**config.mk**
```make
export PLATFORM = sky130hd
export DESIGN_NAME = double_ended_queue
export DESIGN_NICKNAME = d
export VERILOG_FILES = /design/src/dq_pkg.sv /design/src/dq_ram.sv /design/src/double_ended_queue.sv
export SDC_FILE = /design/constraint.sdc
export NUM_CORES = 1
export LEC_CHECK = 0
export ABC_CLOCK_PERIOD_IN_PS = 4000
export BUFFER_PORTS_ARGS = -buffer_cell sky130_fd_sc_hd__buf_2
export CAP_MARGIN = 20
export CORE_MARGIN = 2
export CORE_UTILIZATION = 50
export DETAILED_ROUTE_END_ITERATION = 8
export GPL_ROUTABILITY_DRIVEN = 0
export PLACE_DENSITY = 0.7
export SKIP_LAST_GASP = 1
export SLEW_MARGIN = 20
export SYNTH_ARGS = -nofsm -noshare
export SYNTH_HDL_FRONTEND = slang
export SYNTH_SLANG_ARGS = --single-unit
```
**constraint.sdc**
```tcl
create_clock -name clk_i -period 4 [get_ports clk_i]
set_input_delay 0.8 -clock clk_i [delete_from_list [all_inputs] [get_ports clk_i]]
set_output_delay 0.8 -clock clk_i [all_outputs]
set_load 0.03 [all_outputs]
```
**src/dq_pkg.sv**
```systemverilog
// Shared types and constants for the double-ended queue.
// Holds request codes, status codes and field widths; no dependencies.
package dq_pkg;

  // Field widths of the request and result items.
  localparam int unsigned ReqW    = 3;
  localparam int unsigned DataW   = 32;
  localparam int unsigned StatusW = 2;
  localparam int unsigned CountW  = 5;

  // Packed width of the result payload, padded to whole bytes.
  localparam int unsigned OutFieldsW = DataW + StatusW + CountW + 1;
  localparam int unsigned OutTdataW  = ((OutFieldsW + 7) / 8) * 8;

  // Default number of ring slots.
  localparam int unsigned DefDepth = 16;

  // Value returned by a pop or peek on an empty queue.
  localparam logic [DataW-1:0] DataEmpty = '1;

  // Request codes; the two codes above peek back change no state and return zero data.
  typedef enum logic [ReqW-1:0] {
    REQ_PUSH_BACK  = 3'd0,
    REQ_PUSH_FRONT = 3'd1,
    REQ_POP_FRONT  = 3'd2,
    REQ_POP_BACK   = 3'd3,
    REQ_PEEK_FRONT = 3'd4,
    REQ_PEEK_BACK  = 3'd5
  } req_e;

  // Result status codes.
  typedef enum logic [StatusW-1:0] {
    ST_OK    = 2'd0,
    ST_EMPTY = 2'd1,
    ST_FULL  = 2'd2
  } status_e;

endpackage

```
**src/dq_ram.sv**
```systemverilog
// Slot store of the double-ended queue: one write port and one read port.
// Read data is registered and appears in the cycle after the read enable.
// Depends on dq_pkg for the data width.
module dq_ram #(
  parameter int unsigned Depth = dq_pkg::DefDepth,
  parameter int unsigned AddrW = $clog2(Depth)
) (
  input  logic                     clk_i,
  input  logic                     we_i,
  input  logic [AddrW-1:0]         waddr_i,
  input  logic [dq_pkg::DataW-1:0] wdata_i,
  input  logic                     re_i,
  input  logic [AddrW-1:0]         raddr_i,
  output logic [dq_pkg::DataW-1:0] rdata_o
);

  logic [dq_pkg::DataW-1:0] mem [Depth];
  logic [dq_pkg::DataW-1:0] rdata_q;

  // Write port.
  always_ff @(posedge clk_i) begin
    if (we_i) begin
      mem[waddr_i] <= wdata_i;
    end
  end

  // Registered read port; the data holds while no read is issued.
  always_ff @(posedge clk_i) begin
    if (re_i) begin
      rdata_q <= mem[raddr_i];
    end
  end

  assign rdata_o = rdata_q;

endmodule

```
**src/double_ended_queue.sv**
```systemverilog
// Double-ended queue of unsigned 32-bit values kept in a ring of RAM slots.
// A result item appears in the cycle after its request item is accepted.
// Throughput: one request item per cycle; the single RAM port pair and the
// output register set it, and a stalled result holds the next request back.
// Reset: pointers and count clear to zero; slot contents are not cleared.
module double_ended_queue #(
  parameter int unsigned DEPTH = dq_pkg::DefDepth
) (
  input  logic                         clk_i,
  input  logic                         rst_ni,
  // Request items.
  input  logic                         s_axis_tvalid_i,
  output logic                         s_axis_tready_o,
  input  logic [dq_pkg::DataW-1:0]     s_axis_tdata_i,  // [31:0] value
  input  logic [dq_pkg::ReqW-1:0]      s_axis_tuser_i,  // [2:0] req_type
  // Result items.
  output logic                         m_axis_tvalid_o,
  input  logic                         m_axis_tready_i,
  // [31:0] data, [33:32] status, [38:34] count, [39] is_empty
  output logic [dq_pkg::OutTdataW-1:0] m_axis_tdata_o
);

  localparam int unsigned PtrW = (DEPTH > 1) ? $clog2(DEPTH) : 1;
  localparam int unsigned CntW = $clog2(DEPTH + 1);
  localparam logic [PtrW-1:0] PtrLast = PtrW'(DEPTH - 1);
  localparam logic [CntW-1:0] CntFull = CntW'(DEPTH);

  // Control state.
  logic [PtrW-1:0] front_q, front_d;
  logic [PtrW-1:0] back_q, back_d;
  logic [CntW-1:0] cnt_q, cnt_d;
  logic            out_valid_q;

  // Result payload registers.
  logic [dq_pkg::DataW-1:0]   data_q, data_d;
  dq_pkg::status_e            status_q, status_d;
  logic [dq_pkg::CountW-1:0]  count_q;
  logic                       empty_q;
  logic                       use_rd_q, use_rd_d;

  // RAM access for the accepted request.
  logic                     we, re;
  logic [PtrW-1:0]          waddr, raddr;
  logic [dq_pkg::DataW-1:0] rdata;

  logic            s_fire;
  logic            q_full, q_empty;
  logic [PtrW-1:0] front_inc, front_dec, back_inc, back_dec;
  dq_pkg::req_e    req;
  logic [CntW+dq_pkg::CountW-1:0] cnt_ext;

  // A request is taken when the output register is free or being emptied.
  assign s_axis_tready_o = !out_valid_q || m_axis_tready_i;
  assign s_fire          = s_axis_tvalid_i && s_axis_tready_o;

  assign q_full  = (cnt_q == CntFull);
  assign q_empty = (cnt_q == '0);
  assign req     = dq_pkg::req_e'(s_axis_tuser_i);

  // Ring pointer neighbors, wrapping at DEPTH.
  assign front_inc = (front_q == PtrLast) ? '0 : front_q + PtrW'(1);
  assign front_dec = (front_q == '0) ? PtrLast : front_q - PtrW'(1);
  assign back_inc  = (back_q == PtrLast) ? '0 : back_q + PtrW'(1);
  assign back_dec  = (back_q == '0) ? PtrLast : back_q - PtrW'(1);

  // Decode the request into pointer updates, RAM accesses and result fields.
  always_comb begin
    front_d  = front_q;
    back_d   = back_q;
    cnt_d    = cnt_q;
    we       = 1'b0;
    re       = 1'b0;
    waddr    = back_q;
    raddr    = front_q;
    data_d   = '0;
    status_d = dq_pkg::ST_OK;
    use_rd_d = 1'b0;
    case (req)
      dq_pkg::REQ_PUSH_BACK: begin
        data_d = s_axis_tdata_i;
        if (q_full) begin
          status_d = dq_pkg::ST_FULL;
        end else begin
          we     = 1'b1;
          waddr  = back_q;
          back_d = back_inc;
          cnt_d  = cnt_q + CntW'(1);
        end
      end
      dq_pkg::REQ_PUSH_FRONT: begin
        data_d = s_axis_tdata_i;
        if (q_full) begin
          status_d = dq_pkg::ST_FULL;
        end else begin
          we      = 1'b1;
          waddr   = front_dec;
          front_d = front_dec;
          cnt_d   = cnt_q + CntW'(1);
        end
      end
      dq_pkg::REQ_POP_FRONT, dq_pkg::REQ_PEEK_FRONT: begin
        if (q_empty) begin
          data_d   = dq_pkg::DataEmpty;
          status_d = dq_pkg::ST_EMPTY;
        end else begin
          re       = 1'b1;
          raddr    = front_q;
          use_rd_d = 1'b1;
          if (req == dq_pkg::REQ_POP_FRONT) begin
            front_d = front_inc;
            cnt_d   = cnt_q - CntW'(1);
          end
        end
      end
      dq_pkg::REQ_POP_BACK, dq_pkg::REQ_PEEK_BACK: begin
        if (q_empty) begin
          data_d   = dq_pkg::DataEmpty;
          status_d = dq_pkg::ST_EMPTY;
        end else begin
          re       = 1'b1;
          raddr    = back_dec;
          use_rd_d = 1'b1;
          if (req == dq_pkg::REQ_POP_BACK) begin
            back_d = back_dec;
            cnt_d  = cnt_q - CntW'(1);
          end
        end
      end
      default: begin
        data_d = '0;
      end
    endcase
  end

  // Slot store.
  dq_ram #(
    .Depth (DEPTH),
    .AddrW (PtrW)
  ) u_ram (
    .clk_i   (clk_i),
    .we_i    (we && s_fire),
    .waddr_i (waddr),
    .wdata_i (s_axis_tdata_i),
    .re_i    (re && s_fire),
    .raddr_i (raddr),
    .rdata_o (rdata)
  );

  // Pointer, count and output-valid state.
  always_ff @(posedge clk_i or negedge rst_ni) begin
    if (!rst_ni) begin
      front_q     <= '0;
      back_q      <= '0;
      cnt_q       <= '0;
      out_valid_q <= 1'b0;
    end else begin
      if (s_fire) begin
        front_q <= front_d;
        back_q  <= back_d;
        cnt_q   <= cnt_d;
      end
      if (s_fire) begin
        out_valid_q <= 1'b1;
      end else if (m_axis_tready_i) begin
        out_valid_q <= 1'b0;
      end
    end
  end

  // The reported count is the low bits of the entry count.
  assign cnt_ext = {{dq_pkg::CountW{1'b0}}, cnt_d};

  // Result payload, loaded with each accepted request.
  always_ff @(posedge clk_i) begin
    if (s_fire) begin
      data_q   <= data_d;
      status_q <= status_d;
      count_q  <= cnt_ext[dq_pkg::CountW-1:0];
      empty_q  <= (cnt_d == '0);
      use_rd_q <= use_rd_d;
    end
  end

  assign m_axis_tvalid_o = out_valid_q;
  assign m_axis_tdata_o  = dq_pkg::OutTdataW'({empty_q, count_q, status_q,
                                               (use_rd_q ? rdata : data_q)});

`ifndef SYNTH
  // The entry count never runs past the ring size.
  a_cnt_bound: assert property (@(posedge clk_i) disable iff (!rst_ni)
    cnt_q <= CntFull)
    else $error("entry count exceeds ring size");

  // A request never writes and reads the store at once.
  a_one_access: assert property (@(posedge clk_i) disable iff (!rst_ni)
    !(we && re))
    else $error("write and read issued for one request");

  // Every accepted request leaves a result in the output register.
  a_result: assert property (@(posedge clk_i) disable iff (!rst_ni)
    s_fire |=> out_valid_q)
    else $error("accepted request produced no result");

  // A pop on an empty queue reports empty and leaves the count at zero.
  a_empty_pop: assert property (@(posedge clk_i) disable iff (!rst_ni)
    (s_fire && q_empty && (req == dq_pkg::REQ_POP_FRONT ||
                           req == dq_pkg::REQ_POP_BACK))
    |=> (status_q == dq_pkg::ST_EMPTY && cnt_q == '0))
    else $error("empty pop not reported as empty");
`endif

endmodule
```
==> results.toml, run 1 <==
[clocking]
cts_tree = "done"
cts_buffer_depth = 3
clk_pin_slew_ps = 60
clock_latency_ps = 630
htree_levels = 2
cts.sinks = 599
cts_made_buffers = 58
postCtsHoldBufs = 0
post_cts_resized = 0
root_buffer = "clkbuf_16"
cts_setup_buffers = 0

[finish]
fillCellCount = 3744
instances_no_fill = 2391
layout.nets = 1775
final_common_cell = "edfxtp_1"
final_area_um2 = 27810
area_growth_pct = 13.68
final_cell_mix = "edfxtp_1, a21oi_1, nand3_1, mux2i_1, o21ai_0"
drive_gt1_share_pct = 16.97

[power_and_ir_drop]
power_frac_seq_pct = 41.6
sw_frac_of_total_pct = 33.04
p_total_mw = 18.22
cellLeakagePower_nw = 9.589
p_int_mw = 12.20
switchingPower_mw = 6.020
p_comb_share_pct = 30.8
pwr-share-clk_pct = 27.5
vdd_ir_drop_max_uv = 420.1
powerDensity_nw_per_um2 = 655.2

[routing]
postRouteAntennaNets = 0
route.detailed.drc = 0
wl_mm = 59.42
dr_total_vias = 14860
wire_per_inst_um = 24.85
via_per_inst = 6.215
drt_iter0_markers = 1752
firstDrtPassIters = 5

[floorplanning]
chipWidth_um = 225.2
num_rows = 81
die_h_um = 225.2
dieArea_um2 = 50720
io_pins = 81
start_util_pct = 50.29
coreArea_um2 = 48650

[worst_setup_path]
max_stage_delay_ps = 580
end_kind = "register"
crit_type = "reg -> reg"
cp_max_fo = 24
path_cells = "clkinv_1 -> ha_1 -> nor3b_2 -> o2111ai_4 -> buf_4 -> nand3_1 -> a21oi_1 -> nor4_1 -> or3b_1"
cpLargestDelayFamily = "simple AND/OR/NAND/NOR gates"
crit_required_ps = 4360
crit_buf_inv = 2
r2r_cells = 9
r2r-end = "u_ram.rdata_o[5]"
arrival_ps = 4040
cp_slowest_cell = "nor4_1"
r2r_slack_ps = 320
critical_path.startpoint_type = "register"
reg2reg_from = "back_q[0]"

[global_route]
overflow = 0
grt_pass1_vias = 14540
grt_pass1_wl_mm = 89.86
antenna_found_initial = 1
grt_max_degree = 88
track_usage_pct = 23.59

[synth]
ys_seq_area_share_pct = 73.24
synth_seq_cells = 599
synth.area.mux_share_pct = 7.068
synth-xor-area-share_pct = 0.3938
syn-instance-count = 1639
ys_warn_count = 0
synth_ff_type = "edfxtp_1"
synth_edf_count = 585
synthSimpleGateAreaFrac_pct = 6.618
syn_area_um2 = 24460
synth_top_family_by_area = "compound AO/OA/AOI/OAI gates"
syn_nets = 1685
synth_compound_area_share_pct = 9.845
syn_avg_cell_area_um2 = 14.93
ys_types = 56
async_flop_share_pct = 2.337
synthAdderAreaFrac_pct = 0.3580

[timing]
fin_skew_ps = 21.31
fin_crit_ps = 3679
finalSetupTns_ps = 0
fin_crit_sh_pct = 91.97
rsz0062_at_grt = "no"
tightest_slew_ps = 838.7
hold_viol = 0
max-slew-margin-rel_pct = 44.08
fmax_mhz = 271.8
maxSlewViolCount = 0
setup_violations = 0

[worst_hold_path]
min_path_type = "in -> async"

[placement]
io_buffer_count = 80
place_inst = 2291
placed_cell_area_um2 = 26090
dp_hpwl_mm = 32.58

[flow_run]
maxCapViolCount = 0

[outcome]
status = "complete, no violations"
==> per-stage QoR <==
step | setup WS [ps] | util [%] | hold WS (ps)
after floorplan | -418.1 | - | 504.4
after global placement | 139.9 | 53.63 | 505.4
after detailed placement | 69.00 | 53.63 | 521.7
after CTS | 160.5 | 57.15 | 66.05
after global routing | 174.9 | 57.16 | 101.4
final | 321.2 | 57.17 | 84.92
==> how the worst max path moves through the flow <==
stage | startpoint | endpoint | slack, ps | cells after the start
after floorplan | m_axis_tready_i | u_ram.mem[11][0] | -420 | 6
after global placement | s_axis_tuser_i[2] | u_ram.rdata_o[5] | 140 | 9
after detailed placement | s_axis_tuser_i[2] | u_ram.rdata_o[5] | 70 | 9
after CTS | back_q[0] | u_ram.rdata_o[5] | 160 | 9
after global routing | cnt_q[0] | u_ram.rdata_o[5] | 170 | 9
final | back_q[0] | u_ram.rdata_o[5] | 320 | 9
==> worst register-to-register path: cells and delay by family, from the launching register on <==
family | cells | cell delay [ps]
AOI/OAI and AO/OA | 2 | 550
adders and majority gates | 1 | 330
buffers and inverters | 2 | 520
DFF | 1 | 510
and+or+nand+nor | 4 | 1520
==> flip-flops by register name (all words and copies together), names as in the netlist <==
name,count
u_ram.rdata_o,32
m_axis_tvalid_o,1
front_q,4
status_q,2
count_q,5
empty_q,1
cnt_q,5
back_q,4
use_rd_q,1
u_ram.mem,512
data_q,32
==> power by group through the flow <==
stage | sequential, mW | clock [mW] | combinational, mW
after global routing | 7.62 | 5.33 | 6.03
after detailed placement | 7.71 | 0 | 5.54
after floorplan | 7.60 | 0 | 3.80
after global placement | 7.70 | 0 | 5.41
after CTS | 7.58 | 5.10 | 5.57
final | 7.59 | 5.02 | 5.61
==> metal layers <==
| metal | track usage [%] | up-vias | share of wire [%] |
|---|---|---|---|
| li1 | - | 6604 | - |
| met1 | 32.67 | 7453 | 41 |
| met2 | 38.53 | 714 | 48 |
| met3 | 3.977 | 89 | 8.0 |
| met4 | 7.263 | 0 | 2.4 |
| met5 | 0 | - | 0 |
==> logic make-up after synthesis <==
kind of cell | count (synthesis)
multiplexers | 168
adder cells (fa/ha/maj) | 7
buffers and inverters | 136
AO/OA/AOI/OAI | 427
AND/OR/NAND/NOR | 291
flip-flops | 599
XOR/XNOR | 11
==> cell type report <==
cell class / count / area (um^2) / area share (%)
clock inverters: 25 / 203.9 / 0.7333
repair buffers: 149 / 1119 / 4.022
diodes: 1 / 2.502 / 0.008998
multi-input cells: 904 / 6215 / 22.35
well taps: 622 / 778.2 / 2.798
flip-flops and latches: 599 / 17920 / 64.43
inverters: 17 / 63.81 / 0.2295
clock buffers: 74 / 1511 / 5.435
==> cell usage after synthesis, types with 8 or more instances <==
cell      number  area, um^2
a21o_1        32       240.2
a21oi_1      143       715.7
a31oi_1        9       56.30
buf_1          9       33.78
buf_2         20       100.1
clkbuf_1      78       292.8
dfrtp_1       14       350.3
edfxtp_1     585       17570
inv_1         16       60.06
mux2_2        38       427.9
mux2i_1      130        1301
nand2_1       24       90.09
nand3_1      133       665.6
nor2_1        32       120.1
nor4_1        22       137.6
o21ai_0      117       585.6
o21ai_1       32       160.2
o22ai_1       65       406.6
or3_1         11       68.82
or3b_1        21       183.9
or4_1         11       82.58
xnor2_1        8       70.07
Note: power is estimated with default switching activity, not from simulation.
==> run 2: changes to the inputs <==
--- a/config.mk
+++ b/config.mk
@@ -9,10 +9,11 @@
 export BUFFER_PORTS_ARGS = -buffer_cell sky130_fd_sc_hd__buf_2
 export CAP_MARGIN = 20
 export CORE_MARGIN = 2
-export CORE_UTILIZATION = 50
+export CORE_UTILIZATION = 25
 export DETAILED_ROUTE_END_ITERATION = 8
 export GPL_ROUTABILITY_DRIVEN = 0
-export PLACE_DENSITY = 0.7
+export PLACE_DENSITY = 0.43
+export SETUP_SLACK_MARGIN = 0.05
 export SKIP_LAST_GASP = 1
 export SLEW_MARGIN = 20
 export SYNTH_ARGS = -nofsm -noshare
==> results.toml, run 2 (same netlist as run 1, synthesis figures left out) <==
[clocking]
post_cts_resized = 0
cts.sinks = 599
postCtsHoldBufs = 0
clock_latency_ps = 600
clk_pin_slew_ps = 60
cts_tree = "done"
htree_levels = 3
root_buffer = "clkbuf_16"
cts_made_buffers = 68
cts_setup_buffers = 0
cts_buffer_depth = 3

[power_and_ir_drop]
p_total_mw = 19.34
cellLeakagePower_nw = 9.844
vdd_ir_drop_max_uv = 311.1
powerDensity_nw_per_um2 = 662.3

[routing]
wire_per_inst_um = 22.61
firstDrtPassIters = 6
via_per_inst = 4.788
wl_mm = 69.46
drt_iter0_markers = 1024
route.detailed.drc = 0
postRouteAntennaNets = 0
dr_total_vias = 14710

[floorplanning]
start_util_pct = 25.26
io_pins = 81
coreArea_um2 = 96850
dieArea_um2 = 100400
chipWidth_um = 316.8
num_rows = 114
die_h_um = 316.8

[outcome]
status = "complete, no violations"

[worst_setup_path]
cp_max_fo = 33
crit_buf_inv = 3
crit_required_ps = 4330
path_cells = "inv_1 -> ha_1 -> nor3b_1 -> o2111ai_4 -> buf_4 -> buf_4 -> nand3_1 -> a21oi_1 -> nor4_1 -> or3b_1"
crit_type = "reg -> reg"
crit_top_cell = "buf_4"
end_kind = "register"
max_stage_delay_ps = 700
cp_slowest_cell = "nor4_1"
critical_path.startpoint_type = "register"
cpLargestDelayFamily = "simple AND/OR/NAND/NOR gates"
arrival_ps = 4000

[placement]
io_buffer_count = 80
placed_cell_area_um2 = 27130
dp_hpwl_mm = 39.66

[timing]
max-slew-margin-rel_pct = 41.39
hold_viol = 0
fin_crit_ps = 3662
tightest_slew_ps = 868.1
fmax_mhz = 273.0
rsz0062_at_grt = "no"
maxSlewViolCount = 0
fin_crit_sh_pct = 91.56
setup_violations = 0
fin_skew_ps = 21.55

[global_route]
track_usage_pct = 13.79
antenna_found_initial = 4
overflow = 0
grt_pass1_wl_mm = 102.4
use_met1_pct = 18.98
grt_max_degree = 88
met3_usage_pct = 2.289
top_usage_layer = "met2"
grt_pass1_vias = 14900
grtUsageMet2_pct = 22.51

[finish]
drive_gt1_share_pct = 17.98
final_cell_mix = "edfxtp_1, a21oi_1, nand3_1, mux2i_1, o21ai_0"
area_growth_pct = 19.35
antennaDiodeCount = 0
final_common_cell = "edfxtp_1"
final_area_um2 = 29200
layout.nets = 1792
largest_reg_flops = 512
regMostFlops = "u_ram.mem"
post-route-util_pct = 30.15

[flow_run]
maxCapViolCount = 0

[worst_hold_path]
min_path_type = "in -> async"
run 2: cell types whose count changed in the layout (fill, tap and decap cells not counted), moves of 2 or more:
| cell | previous run | this run |
|---|---|---|
| clkinv_2 | 9 | 11 |
| buf_12 | 16 | 29 |
| clkinv_1 | 10 | 16 |
| buf_4 | 53 | 47 |
| inv_6 | 2 | 5 |
| clkbuf_16 | 58 | 69 |
run 2: report_power, final:
part	switching (mW)	internal (mW)
Clock	2.46	3.37
Combinational	3.72	2.19
Sequential	0.239	7.36
run 2: worst reg2reg max path, cell delays in order (launching register included):
cell	delay (ps)
dfrtp_1	470
inv_1	140
ha_1	170
nor3b_1	640
o2111ai_4	150
buf_4	300
buf_4	260
nand3_1	90
a21oi_1	70
nor4_1	700
or3b_1	410
run 2: metal layers:
| metal | wire length, um | vias to the layer above |
|---|---|---|
| li1 | - | 6662 |
| met1 | 31590 | 7581 |
| met2 | 33180 | 377 |
| met3 | 3481 | 88 |
| met4 | 1196 | 2 |
| met5 | 16 | - |
run 2: worst paths after layout:
kind | start | to | slack [ps] | cells past startpoint
min in group clk_i | s_axis_tvalid_i | m_axis_tvalid_o | 420 | 2
worst min register to register | m_axis_tvalid_o | m_axis_tvalid_o | 550 | 2
max in group asynchronous | rst_ni | back_q[2] | 3600 | 1
worst max-delay path | back_q[1] | u_ram.rdata_o[5] | 340 | 10
worst max register to register | back_q[1] | u_ram.rdata_o[5] | 340 | 10
worst min-delay path | rst_ni | cnt_q[4] | 120 | 1
run 2: cell type report:
class	instances	area [um^2]
timing repair buffer	156	1334
fill	9564	67650
clock inverter	36	274.0
inverter	17	63.81
multi-input combinational	904	6231
clock buffer	84	1783
sequential	599	17920
tap	1276	1597
run 2: metrics by stage:
stage	worst slack (ps)	std cells	TNS, ps	hold WS, ps
final	337.5	3072	0	116.4
after global routing	163.6	3072	0	122.3
after CTS	213.6	3072	0	103.5
after detailed placement	147.0	2952	0	547.8
after global placement	174.3	2952	0	532.2
after floorplan	-418.1	1639	-104000	504.4
==> run 3: changes to the inputs <==
--- a/config.mk
+++ b/config.mk
@@ -6,13 +6,13 @@
 export NUM_CORES = 1
 export LEC_CHECK = 0
 export ABC_CLOCK_PERIOD_IN_PS = 4000
-export BUFFER_PORTS_ARGS = -buffer_cell sky130_fd_sc_hd__buf_2
 export CAP_MARGIN = 20
 export CORE_MARGIN = 2
-export CORE_UTILIZATION = 25
+export CORE_UTILIZATION = 40
 export DETAILED_ROUTE_END_ITERATION = 8
+export DONT_BUFFER_PORTS = 1
 export GPL_ROUTABILITY_DRIVEN = 0
-export PLACE_DENSITY = 0.43
+export PLACE_DENSITY = 0.58
 export SETUP_SLACK_MARGIN = 0.05
 export SKIP_LAST_GASP = 1
 export SLEW_MARGIN = 20
==> results.toml, run 3 (same netlist as run 1, synthesis figures left out) <==
[global_route]
overflow = 0
grt_max_degree = 60
antenna_found_initial = 0
grt_pass1_wl_mm = 90.91
track_usage_pct = 19.31
grt_pass1_vias = 14140

[worst_setup_path]
r2r-end = "u_ram.rdata_o[29]"
path_cells = "inv_1 -> ha_1 -> or4b_4 -> and3_2 -> buf_12 -> o21ai_0 -> a21oi_1 -> or4_1 -> or3_1"
arrival_ps = 4030
crit_required_ps = 4340
crit_type = "reg -> reg"
end_kind = "register"
crit_buf_inv = 2
critical_path.startpoint_type = "register"
r2r_slack_ps = 310
max_stage_delay_ps = 650
cp_slowest_cell = "or4b_4"
r2r_cells = 9
reg2reg_from = "cnt_q[0]"
cp_max_fo = 44
cpLargestDelayFamily = "simple AND/OR/NAND/NOR gates"

[timing]
tightest_slew_ps = 1081
setup_violations = 0
fin_crit_sh_pct = 92.22
max-slew-margin-rel_pct = 27.35
maxSlewViolCount = 0
fin_skew_ps = 15.74
hold_viol = 0
rsz0062_at_grt = "no"
fin_crit_ps = 3689
fmax_mhz = 271.1

[floorplanning]
start_util_pct = 40.53
chipWidth_um = 251.3
die_h_um = 251.3
io_pins = 81
coreArea_um2 = 60360
num_rows = 90
dieArea_um2 = 63160

[power_and_ir_drop]
pwr-share-clk_pct = 32.0
powerDensity_nw_per_um2 = 682.3
switchingPower_mw = 6.083
sw_frac_of_total_pct = 31.66
power_frac_seq_pct = 39.8
p_int_mw = 13.13
p_comb_share_pct = 28.2
vdd_ir_drop_max_uv = 300.9
p_total_mw = 19.21
cellLeakagePower_nw = 9.531

[flow_run]
maxCapViolCount = 0

[clocking]
htree_levels = 3
cts_buffer_depth = 3
root_buffer = "clkbuf_16"
clock_latency_ps = 590
cts.sinks = 599
cts_tree = "done"
clk_pin_slew_ps = 60
cts_made_buffers = 66
cts_setup_buffers = 0

[finish]
final_cell_mix = "edfxtp_1, a21oi_1, nand3_1, mux2i_1, o21ai_0"
largest_reg_flops = 512
drive_gt1_share_pct = 14.31
area_growth_pct = 15.11
post-route-util_pct = 46.66
layout.nets = 1706
final_common_cell = "edfxtp_1"
regMostFlops = "u_ram.mem"
antennaDiodeCount = 0

[routing]
wire_per_inst_um = 24.49
via_per_inst = 5.757
firstDrtPassIters = 5
wl_mm = 61.09
route.detailed.drc = 0
postRouteAntennaNets = 0
drt_iter0_markers = 1254
dr_total_vias = 14360

[worst_hold_path]
hold_depth = 0
hold-path-endpoint = "u_ram.mem[3][2]"
min_path_type = "in -> reg"
min_from = "s_axis_tdata_i[2]"

[outcome]
status = "complete, no violations"

[placement]
io_buffer_count = 0
dp_hpwl_mm = 35.13
==> run 3: worst register-to-register path, stage by stage (launching register included) <==
cell and delay (ps):
dfrtp_1 420, inv_1 140, ha_1 260, or4b_4 650, and3_2 490, buf_12 310
o21ai_0 210, a21oi_1 90, or4_1 480, or3_1 380
==> run 3: final cells by class <==
type                       count  area, um^2
fill                        5180       32200
sequential                   599       17920
multi-input combinational    904        6222
clock buffer                  82        1775
tap                          782       978.4
timing repair buffer          72       780.7
clock inverter                38       422.9
inverter                      17       63.81
==> run 3: stage by stage <==
step	area [um^2]	std cells	setup TNS, ps	hold WS [ps]	worst slack, ps
final	28160	2494	0	301.7	311.0
after global routing	28160	2494	0	278.1	121.1
after CTS	28160	2494	0	269.2	330.7
after detailed placement	25950	2373	0	504.8	348.0
after global placement	25950	2373	0	504.8	370.8
after floorplan	24460	1639	-104000	504.4	-418.1
==> run 3: what timing repair did <==
| action | in CTS | in global routing |
|---|---|---|
| setup endpoints to repair | 0 | 0 |
| endpoints found under the hold margin | 14 | 0 |
| hold buffers | 1 | 0 |
| gates resized for setup | 0 | 0 |
==> run 3: power groups by stage <==
stage	registers, mW	logic [mW]	clock network (mW)
finish	7.64	5.42	6.15
global placement	7.76	5.37	0
detailed placement	7.76	5.44	0
global route	7.67	5.85	6.54
floorplan	7.60	3.80	0
CTS	7.64	5.45	6.29
==> run 3: worst max-delay path by stage <==
stage / from / end / slack, ps / cells after the start
after floorplan: m_axis_tready_i / u_ram.mem[11][0] / -420 / 6
after global placement: back_q[0] / u_ram.rdata_o[0] / 370 / 9
after detailed placement: back_q[0] / u_ram.rdata_o[0] / 350 / 9
after CTS: back_q[0] / u_ram.rdata_o[0] / 330 / 9
after global routing: cnt_q[0] / u_ram.rdata_o[5] / 120 / 10
final: cnt_q[0] / u_ram.rdata_o[29] / 310 / 9
==> run 3: metal layers <==
layer / GRT usage, % / vias up / wire length, um / part of all wire [%]
met5: 0 / - / 0 / 0
met4: 5.918 / 0 / 1265 / 2.1
met3: 4.328 / 82 / 4688 / 7.7
met2: 31.53 / 534 / 29280 / 48
met1: 25.83 / 7252 / 25860 / 42
li1: - / 6489 / - / -
